**src/rtl/llr_pkg.sv**
```systemverilog
// Package for the leapfrog Lehmer generator: value type, modulus, multiplier
// and the codes for register indexes and item kinds.
// No dependencies; every other file in rtl uses it by scoped names.
package llr_pkg;

    typedef logic [30:0] value_t;

    localparam int VALUE_W = 31;

    // Prime modulus 2^31 - 1 and the base multiplier of the sequence.
    localparam value_t MODULUS     = 31'h7FFF_FFFF;
    localparam value_t LCG_MULT    = 31'd764261123;
    localparam value_t SEED_FACTOR = 31'd2;

    // Configuration register indexes.
    localparam logic [1:0] REG_THREAD_COUNT = 2'd0;
    localparam logic [1:0] REG_RANGE_LOW    = 2'd1;
    localparam logic [1:0] REG_RANGE_HIGH   = 2'd2;

    // Item kinds carried on the input tuser.
    localparam logic OP_DRAW   = 1'b0;
    localparam logic OP_RESEED = 1'b1;

endpackage

```
**src/rtl/llr_mulmod.sv**
```systemverilog
// Multiplier modulo 2^31 - 1: the product is registered and folded on the
// way out. Depends on llr_pkg.
module llr_mulmod (
    input  logic            clk,
    input  logic            en,
    input  llr_pkg::value_t a,
    input  llr_pkg::value_t b,
    output llr_pkg::value_t result
);

    logic [61:0] prod_reg;
    logic [31:0] fold_sum;
    logic [30:0] fold_low;

    always_ff @(posedge clk)
    begin
        if (en)
        begin
            prod_reg <= 62'(a) * 62'(b);
        end
    end

    // Since 2^31 is 1 modulo the prime, the high and low halves add up.
    // A carry out of the first sum wraps around once more; the result can
    // then equal the modulus itself, which stands for zero.
    always_comb
    begin
        fold_sum = {1'b0, prod_reg[61:31]} + {1'b0, prod_reg[30:0]};
        fold_low = fold_sum[30:0] + {30'b0, fold_sum[31]};
        result   = (fold_low == llr_pkg::MODULUS) ? '0 : fold_low;
    end

endmodule

```
**config.mk**
```make
export PLATFORM = sky130hd
export DESIGN_NAME = llr_mulmod
export DESIGN_NICKNAME = d
export VERILOG_FILES = /design/src/rtl/llr_pkg.sv /design/src/rtl/llr_mulmod.sv
export SDC_FILE = /design/constraint.sdc
export NUM_CORES = 2
export LEC_CHECK = 0
export ABC_AREA = 1
export BUFFER_PORTS_ARGS = -buffer_cell sky130_fd_sc_hd__buf_2
export CORE_MARGIN = 4
export CORE_UTILIZATION = 60
export DETAILED_ROUTE_END_ITERATION = 6
export GPL_TIMING_DRIVEN = 0
export PLACE_DENSITY = 0.73
export REMOVE_ABC_BUFFERS = 1
export SYNTH_ARGS = -nofsm -noshare
export SYNTH_HDL_FRONTEND = slang
export SYNTH_SLANG_ARGS = --single-unit
```
**constraint.sdc**
```tcl
create_clock -name clk -period 8 [get_ports clk]
set_input_delay 0.4 -clock clk [delete_from_list [all_inputs] [get_ports clk]]
set_output_delay 0.4 -clock clk [all_outputs]
set_load 0.03 [all_outputs]
```
* Yosys cells after proc, flatten, opt, wreduce, memory -nomap -nowiden *
Cells that the tools add are included.

word-level totals
  register bits = 62

operators by class
  $add $sub $neg = 2
  mux-type cells = 1
  eq/ne operators = 1
  multipliers = 1

operator list
  operator                                     number
  multiplier 31 x 31 -> 62 bit                 1
  adder 31 x 31 -> 32 bit                      1
  adder 31 x 1 -> 31 bit                       1
  equality test 31 bit, second input constant  1
  two-way mux 31 bit                           1

* Longest topological paths before layout *
  depth after elaboration = 4
  mapped depth = 34
  gate-level depth less buffers = 33

* Worst setup path after synthesis *
Ideal clock, no wire load.

  path kind = input port to flip-flop
  start point = input a[12]
  end point = register prod_reg[48], data pin
  path buffers = 1
  stages = 29
  data required time = 7747 ps
  slack = 1245 ps
  data arrival time = 6502 ps
  cell sequence = clkbuf_1 -> nand2_1 -> inv_1 -> fa_1 -> fa_1 -> fa_1 -> inv_1 -> fa_1 -> inv_1 -> fa_1 -> inv_1 -> fa_1 -> inv_1 -> fa_1 -> inv_1 -> fa_1 -> inv_1 -> ha_1 -> nand2_1 -> nor2_1 -> nand2_1 -> o21ai_0 -> a21oi_1 -> o21bai_1 -> nand2_1 -> o21ai_0 -> nand2_1 -> inv_1 -> nor2_1

between the ends
  longest elaborated chain between the ends = 1

ends and longest elaborated chain
  element                       RTL line          source
  start, declared               llr_mulmod.sv:6   input llr_pkg::value_t a,
  multiplier 31 x 31 -> 62 bit  llr_mulmod.sv:19  prod_reg <= 62'(a) * 62'(b);
  end signal, assigned          llr_mulmod.sv:19
  end, declared                 llr_mulmod.sv:11  logic [61:0] prod_reg;

No other way between the ends.
A chain may end at the register's enable or synchronous reset.

* Worst setup path in the final report *
  start point = input b[11]
  end point = register prod_reg[48], data pin

between the ends
  longest elaborated chain between the ends = 1

ends and longest elaborated chain
  element                       RTL line          source
  start, declared               llr_mulmod.sv:7   input llr_pkg::value_t b,
  multiplier 31 x 31 -> 62 bit  llr_mulmod.sv:19

No other way between the ends.

==> impl_metrics.csv <==
group,metric,value,unit
final_layout,drive_gt1_share,2.96,%
run_status,status,"finished, violations left",
floorplan,io_pins,95,
global_route,grt_pass1_vias,30600,
worst_setup_path,slowest_stage,"buf_2",
timing,finalMaxSlewViolations,0,
worst_setup_path,critPathMaxStageDelay,0.68,ns
worst_setup_path,critical_path_arrival,7.71,ns
global_route,grt_max_degree,63,
clock_network,clkSinkCount,62,
worst_setup_path,cp_num_cells,24,
timing,timing.final.crit_share,94.5,%
route,drt-vias-per-instance,5.13,
worst_setup_path,worstPathCellList,"buf_2, nand2_1, inv_1, fa_1, fa_1, inv_1, fa_1, fa_1, fa_1, inv_1, fa_1, fa_1, fa_1, ha_1, nand2_1, nor2_1, nand2_1, o21ai_0, a21oi_1, o21bai_1, nand2_1, o21ai_0, nor2_1, nor2_1",
route,wire_per_inst,15.9,µm
route,num_vias,29400,
final_layout,final_common_cell,"inv_1",
floorplan,die_w,258,µm
placement,gp_congestion,0.977,
floorplan,fp.dieH,258,µm
logic_synthesis,synth_area,37600,µm²
global_route,grt_pass1_wl,153000,µm
timing,period_needed,7.56,ns
logic_synthesis,seq_area_frac_synth,4.96,%
final_layout,nets,6077,
timing,rsz0062_at_grt,"false",
worst_setup_path,cp-end-kind,"register",
timing,worstMarginPinSlew,1.37,ns
clock_network,cts_root_buffer,"clkbuf_16",
logic_synthesis,ys_async_sr_fraction,0,%
floorplan,num_rows,91,
global_route,antenna_found_initial,6,
clock_network,h-tree-depth,3,
logic_synthesis,postSynthCellCount,4974,
final_layout,largest_register_ffs,62,
final_layout,area_growth,2.87,%
worst_setup_path,worstSetupPathType,"input port to register",
clock_network,cts_resized,0,
final_layout,final_cell_mix,"1569 x inv_1, 1415 x nand2_1, 838 x fa_1",
floorplan,core_area,61800,µm²
floorplan,start_util,60.7,%
worst_hold_path,holdPathStages,3,
timing,setup_viol,0,
worst_hold_path,hp-class,"input port to register",
route,drc,4,
clock_network,cts_buffer_depth,2,
placement,dp_hpwl,75200,µm
route,drt_iter0_drc,1855,
worst_setup_path,crit_top_cell,"fa_1",
worst_setup_path,worstPathRequired,8.15,ns
logic_synthesis,synthFlopType,"edfxtp_1",
placement,place.port_buffers,94,
timing,maxSlewHeadroom,9.00,%
route,ant_nets,0,
logic_synthesis,synth.avg_cell_area,7.55,µm²
logic_synthesis,ys_warn_count,0,
worst_setup_path,startpoint_type,"input port",
run,drv_cap,0,
timing,clock.fmax,0.132,GHz
global_route,grt_overflow,0,
timing,tns,0,ns
worst_setup_path,cp_num_buf_inv,4,
final_layout,nFillCells,5631,
logic_synthesis,ys_seq_elements,62,
timing,hold_viol,0,
route,drt_first_pass_iters,7,
clock_network,cts_buffers,9,
clock_network,cts_setup_buffers,0,
worst_setup_path,crit_fanout,31,
final_layout,diodes,0,
clock_network,hold_buffers,0,
route,detail_route.wirelength,91000,µm
clock_network,cts_tree,"yes",
logic_synthesis,synth_cell_types,36,
run_status,violations,"DRC",
clock_network,clkTransAtPathRegs,0.05,ns
worst_setup_path,critPathTopFamily,"adder cells",
logic_synthesis,synth-edff-count,62,
global_route,grt_util_all_layers,28.4,%
floorplan,dieArea,66700,µm²
[metrics by stage]
stage	instance area (µm²)	hold slack (ns)	worst slack (ns)	std cells	utilization [%]
after CTS	38600	0.746	0.373	5729	62.4
final	38600	0.756	0.439	5729	62.5
after floorplan	36800	0.512	1.48	4782	-
after detailed placement	38300	1.10	0.0483	5713	62.0
after global routing	38600	0.792	0.00481	5729	62.5
after global placement	38300	1.10	0.0300	5713	62.0
[per-layer routing]
metal  global-route usage, %  wire, µm  vias up
li1                        -         -    13800
met1                    38.8     37300    14500
met2                    49.2     44900      973
met3                    2.81      6160      179
met4                    7.43      2610        0
met5                       0         0        -
[logic make-up (layout without fill, tap and decap cells)]
logic type	count (synthesis)	count (layout)	share of synthesized area, %
and+or+nand+nor	1762	1762	18.6
DFF	62	62	4.96
buffers and inverters	1761	1679	17.7
AOI/OAI and AO/OA	198	198	3.02
adders and majority gates	1126	1126	54.3
xor gates and xnor gates	65	65	1.52
[layout make-up]
type	count	area, µm²	area share, %
Clock buffer	10	229	0.593
Clock inverter	6	37.5	0.0972
Inverter	1569	5890	15.2
Multi-Input combinational cell	3151	29100	75.2
Sequential cell	62	1860	4.82
Tap cell	837	1050	2.71
Timing Repair Buffer	94	513	1.33
[cells in the mapped netlist, types with 15 or more instances]
| cell | number | area, µm² |
|---|---|---|
| xnor2_1 | 20 | 175 |
| inv_1 | 1569 | 5890 |
| edfxtp_1 | 62 | 1860 |
| a21oi_1 | 97 | 485 |
| ha_1 | 288 | 3600 |
| fa_1 | 838 | 16800 |
| o21ai_0 | 42 | 210 |
| nand2_1 | 1415 | 5310 |
| clkbuf_1 | 188 | 706 |
| xor2_1 | 45 | 394 |
| nand3_1 | 78 | 390 |
| nor2_1 | 185 | 694 |
| nor2_2 | 15 | 93.8 |
| nand4_1 | 20 | 125 |
[worst min-delay path, cell delays in order]
cell	delay (ns)
buf_2	0.30
nand2_1	0.16
inv_1	0.05
[worst paths after layout]
| check | startpoint | to | slack (ns) |
|---|---|---|---|
| min | b[0] | prod_reg[0]$_DFFE_PP_ | 0.76 |
| max | b[11] | prod_reg[48]$_DFFE_PP_ | 0.44 |
Power is left out: the tool's default activity adds up to more than one toggle a clock period on the data nets, which glitch-free logic cannot reach.
