### config.mk
export PLATFORM = sky130hd
export DESIGN_NAME = llr_scale
export DESIGN_NICKNAME = d
export VERILOG_FILES = /design/src/rtl/llr_pkg.sv /design/src/rtl/llr_scale.sv
export SDC_FILE = /design/constraint.sdc
export NUM_CORES = 2
export LEC_CHECK = 0
export BUFFER_PORTS_ARGS = -buffer_cell sky130_fd_sc_hd__buf_2
export CAP_MARGIN = 20
export CELL_PAD_IN_SITES_DETAIL_PLACEMENT = 1
export CELL_PAD_IN_SITES_GLOBAL_PLACEMENT = 1
export CORE_MARGIN = 2
export CORE_UTILIZATION = 45
export DETAILED_ROUTE_END_ITERATION = 10
export PLACE_DENSITY_LB_ADDON = 0.1
export SLEW_MARGIN = 20
export SYNTH_ARGS = -nofsm -noshare
export SYNTH_HDL_FRONTEND = slang
export SYNTH_SLANG_ARGS = --single-unit
### constraint.sdc
create_clock -name clk -period 12.79 [get_ports clk]
set_input_delay 1.279 -clock clk [delete_from_list [all_inputs] [get_ports clk]]
set_output_delay 1.279 -clock clk [all_outputs]
set_load 0.01 [all_outputs]
### src/rtl/llr_pkg.sv
// Package for the leapfrog Lehmer generator: value type, modulus, multiplier
// and the codes for register indexes and item kinds.
// No dependencies; every other file in rtl uses it by scoped names.
package llr_pkg;

    typedef logic [30:0] value_t;

    localparam int VALUE_W = 31;

    // Prime modulus 2^31 - 1 and the base multiplier of the sequence.
    localparam value_t MODULUS     = 31'h7FFF_FFFF;
    localparam value_t LCG_MULT    = 31'd764261123;
    localparam value_t SEED_FACTOR = 31'd2;

    // Configuration register indexes.
    localparam logic [1:0] REG_THREAD_COUNT = 2'd0;
    localparam logic [1:0] REG_RANGE_LOW    = 2'd1;
    localparam logic [1:0] REG_RANGE_HIGH   = 2'd2;

    // Item kinds carried on the input tuser.
    localparam logic OP_DRAW   = 1'b0;
    localparam logic OP_RESEED = 1'b1;

endpackage

### src/rtl/llr_scale.sv
// Range scaling of the leapfrog Lehmer generator: lo + floor(raw * span /
// (2^31 - 1)) in signed Q16.16 over two registered stages. Depends on llr_pkg.
module llr_scale (
    input  logic               clk,
    input  logic               start,
    input  llr_pkg::value_t    raw,
    input  logic signed [31:0] range_low,
    input  logic signed [31:0] range_high,
    output logic signed [31:0] scaled
);

    logic signed [31:0] lo_reg;
    logic [31:0]        span_reg;
    logic [62:0]        prod_reg;
    logic [31:0]        quot_reg;

    logic signed [31:0] lo_ord;
    logic signed [31:0] hi_ord;
    logic [32:0]        part_sum;
    logic [31:0]        rem_sum;
    logic               rem_carry;
    logic [31:0]        quot;

    // Orders bounds from registers the user must change only while idle; unchecked.
    always_comb
    begin
        if (range_low < range_high)
        begin
            lo_ord = range_low;
            hi_ord = range_high;
        end
        else
        begin
            lo_ord = range_high;
            hi_ord = range_low;
        end
    end

    // With x = h * 2^31 + l, x = h * p + (h + l); the remainder term is
    // split once more the same way and needs at most one final correction.
    always_comb
    begin
        part_sum  = {1'b0, prod_reg[62:31]} + {2'b0, prod_reg[30:0]};
        rem_sum   = {1'b0, part_sum[30:0]} + {30'b0, part_sum[32:31]};
        rem_carry = (rem_sum >= {1'b0, llr_pkg::MODULUS});
        quot      = prod_reg[62:31] + {30'b0, part_sum[32:31]} + {31'b0, rem_carry};
    end

    always_ff @(posedge clk)
    begin
        lo_reg   <= lo_ord;
        span_reg <= 32'(hi_ord - lo_ord);
        quot_reg <= quot;
        if (start)
        begin
            prod_reg <= 63'(raw) * 63'(span_reg);
        end
    end

    // The true sum lies between the bounds, so a 32-bit wrapping add is exact.
    assign scaled = lo_reg + $signed(quot_reg);

endmodule

* Word-level counts from Yosys, hierarchy flattened *
Cells that the tools add are included.

operators by class
  $add $sub $neg = 6
  multiply operators = 1
  magnitude comparators = 2
  multiplexer cells = 2

operators by type and width
  operator                                                                  count
  32-bit 2-to-1 mux                                                         2
  31-bit by 32-bit multiplier with 63-bit output                            1
  32-bit by 31-bit adder with 33-bit output                                 1
  31-bit by 2-bit adder with 32-bit output                                  1
  32-bit by 1-bit adder with 32-bit output                                  1
  32-bit by 2-bit adder with 32-bit output                                  1
  32-bit adder                                                              1
  32-bit by 31-bit >= comparator with 1-bit output (second input constant)  1
  32-bit < comparator                                                       1
  32-bit subtractor                                                         1

storage, ports and cells
  register bits = 159
  input bits = 97
  output and inout bits = 32

* Depth between registers and ports, before layout *
  depth in word-level cells = 4
  depth in mapped cells = 37
  depth with buffers taken out = 36

* Worst setup path after synthesis *
Ideal clock, no wire load.

  path type = input to register
  start point = input raw[8]
  end point = register prod_reg[62] (data pin)
  setup time = 0.260 ns
  arrival time = 8.538 ns
  required time = 12.530 ns
  path slack = 3.992 ns
  cell stages on the path = 29
  buffers on the path = 2
  cells stage by stage = clkbuf_1 > and2_1 > fa_1 > fa_1 > inv_1 > fa_1 > fa_1 > inv_1 > fa_1 > fa_1 > fa_1 > inv_1 > fa_1 > inv_1 > ha_1 > clkbuf_1 > a21o_1 > a211oi_1 > nand2_1 > o21ai_0 > nor3_1 > a211oi_1 > o31a_1 > o31ai_4 > a311oi_2 > o311ai_2 > a221o_1 > a21oi_1 > xnor2_1

on the way
  longest elaborated chain between the ends = 1

ends and longest elaborated chain
  element                                         RTL line         text
  from (decl)                                     llr_scale.sv:6   input llr_pkg::value_t raw,
  31-bit by 32-bit multiplier with 63-bit output  llr_scale.sv:56  prod_reg <= 63'(raw) * 63'(span_reg);
  to (signal assigned)                            llr_scale.sv:56
  to (decl)                                       llr_scale.sv:14  logic [62:0] prod_reg;

No other way between the ends.
A chain may end at the register's enable or synchronous reset.

* Worst setup path in the final report *
  start point = input raw[9]
  end point = register prod_reg[62] (data pin)

Same word-level chain as after synthesis.

==> flow_metrics.tcl <==
set metrics [dict create \
    layout.nets 5996 \
    cts_tree "yes" \
    synth_warnings 0 \
    grt_first_pass_wirelength_um 200100 \
    numCtsBuffers 17 \
    path_max_fanout 32 \
    grt_util_all_layers_pct 26.14 \
    synthCells 4718 \
    dp_hpwl_um 101400 \
    synth_ff_type "dfxtp_1" \
    tightestPinTransition_ns 1.027 \
    r2r_slack_ns 3.55 \
    hold_viol_final 0 \
    yosys-top-cells-count "inv_1, fa_1, nand2_1" \
    crit_required_ns 12.98 \
    synth_top_area_share_pct 40.98 \
    drv_cap 0 \
    crit_arrival_ns 9.68 \
    drive_gt1_share_pct 4.993 \
    synth_seq_cells 159 \
    critPathMaxStageDelay_ns 0.57 \
    status "completed" \
    clockBufferDepth 2 \
    grt_max_degree 69 \
    chipWidth_um 311.5 \
    fin_crit_sh_pct 74.18 \
    grt_overflow 0 \
    async_reset_ff_share_pct 0 \
    synth_cell_types 88 \
    synth_area_leaders "fa_1, ha_1, and2_1" \
    cp-end-kind "flop" \
    cts_setup_buffers 0 \
    drt-initial-drc-count 1426 \
    postCtsHoldBufs 0 \
    fp.dieH_um 311.5 \
    grt_pass1_vias 35570 \
    synthAdderAreaFrac_pct 51.38 \
    final_antenna_net_count 0 \
    core_sq_mm 0.09347 \
    start_kind "input port" \
    whs_ns 0.5200 \
    largest_reg_flops 63 \
    synth_top_family_by_area "adder cells" \
    synth-simple-area-share_pct 17.84 \
    syn2layout_area_growth_pct 5.348 \
    path_delay_family "adder cells" \
    setup_viol 0 \
    synthesis.area_sq_mm 0.04255 \
    synth_compound_area_share_pct 8.068 \
    min_path_type "reg -> reg" \
    num_io_pins 129 \
    syn_nets 6040 \
    fp-row-count 112 \
    firstDrtPassIters 5 \
    slew_headroom_pct 31.46 \
    synth_mux_area_share_pct 0.2352 \
    synth_seq_area_share_pct 8.962 \
    slew_violations 0 \
    portBuffers 128 \
    ctsHtreeMaxLevel 4 \
    viasPerCell 5.357 \
    tns_ns 0 \
    start_util_pct 45.53 \
    fin_skew_ns 0.01521 \
    rsz0062_at_grt "no" \
    wl_per_cell_um 20.65 \
    cts_sinks 159 \
    crit_path_frequent_cell "fa_1" \
    antenna_found_initial 4 \
    insertion_delay_ns 0.45 \
    layout_min_cycle_time_ns 9.488 \
    slowest_stage "fa_1" \
    max_freq_mhz 105.4 \
    finalWeightedCongestion 0.9046 \
    vias 31840 \
    fp.dieArea_sq_mm 0.09704 \
    wl_um 122700 \
    cts_resized 0 \
    cts_root_buf "clkbuf_16" \
    cts.clk_slew.worst_paths_ns 0.06 \
    synth_most_common_cell "inv_1" \
    synthXorXnorAreaFrac_pct 3.499 \
    avgSynthCellArea_sq_um 9.019 \
    crit_type "in -> reg" \
    synth_edf_count 63 \
    worst-path-buf-inv 5 \
    drc_errors 0 \
    yosysTopAreaCell "fa_1" \
]
per-layer routing:
layer  global-route usage [%]  up-vias  routed length, um
met5                        0        -                 13
met4                    5.380        2               2523
met3                    1.531      107               2820
met2                    46.73      443              63060
met1                    35.04    16910              54300
li1                         -    14380                  -
logic make-up (layout without fill, tap and decap cells):
kind of cell	count (synthesis)	after routing
muxes	10	10
other	0	2
buffers and inverters	1124	1093
xor gates and xnor gates	170	170
and+or+nand+nor	1510	1510
adders and majority gates	1225	1225
AOI/OAI and AO/OA	520	520
DFF	159	159
worst paths after layout:
path           startpoint  cells past startpoint            to
min reg2reg  prod_reg[57]                      1  quot_reg[26]
max                raw[9]                     28  prod_reg[62]
max reg2reg   span_reg[8]                     29  prod_reg[62]
min          prod_reg[57]                      1  quot_reg[26]
cells in the final DEF (no fill, tap or decap), types with 27 or more instances in the layout:
cell | netlist | final
dfxtp_1 | 96 | 95
o21ai_0 | 111 | 111
nand2_1 | 619 | 619
o211ai_1 | 30 | 30
nand4_1 | 27 | 27
a21oi_1 | 138 | 138
nand3_1 | 53 | 53
buf_2 | 8 | 128
ha_1 | 354 | 354
buf_4 | 2 | 41
nor3_1 | 31 | 31
a21o_1 | 62 | 62
edfxtp_1 | 63 | 63
nand2b_1 | 36 | 36
xnor2_1 | 125 | 125
fa_1 | 871 | 871
nor2_1 | 103 | 103
inv_1 | 892 | 892
and2_1 | 541 | 541
xor2_1 | 45 | 45
through the flow:
step | std cells | util (%) | instance area (sq um) | worst slack, ns
3_5_place_dp | 5909 | 47.26 | 44170 | 2.869
3_3_place_gp | 5909 | 47.26 | 44170 | 3.060
6_report | 5943 | 47.96 | 44830 | 3.302
4_1_cts | 5941 | 47.96 | 44820 | 3.318
2_1_floorplan | 4718 | - | 42550 | 3.992
5_1_grt | 5942 | 47.96 | 44830 | 2.818
worst reg2reg max path: cells and delay by family, from the launching register on:
kind	cells	cell delay, ns
adders and majority gates	9	4.12
and+or+nand+nor	3	0.34
DFF	1	0.99
AOI/OAI and AO/OA	10	2.68
xor gates and xnor gates	1	0.08
buffers and inverters	6	0.79
final cells by class:
class / count / area [sq um]
timing repair buffer: 169 / 948.4
multi-input combinational: 3435 / 34490
fill: 10920 / 48640
sequential: 159 / 3815
clock buffer: 22 / 505.5
tap: 1254 / 1569
clock inverter: 10 / 147.6
inverter: 892 / 3348
antenna: 2 / 5.005
Power is left out: the tool's default activity adds up to more than one toggle a clock period on the data nets, which glitch-free logic cannot reach.
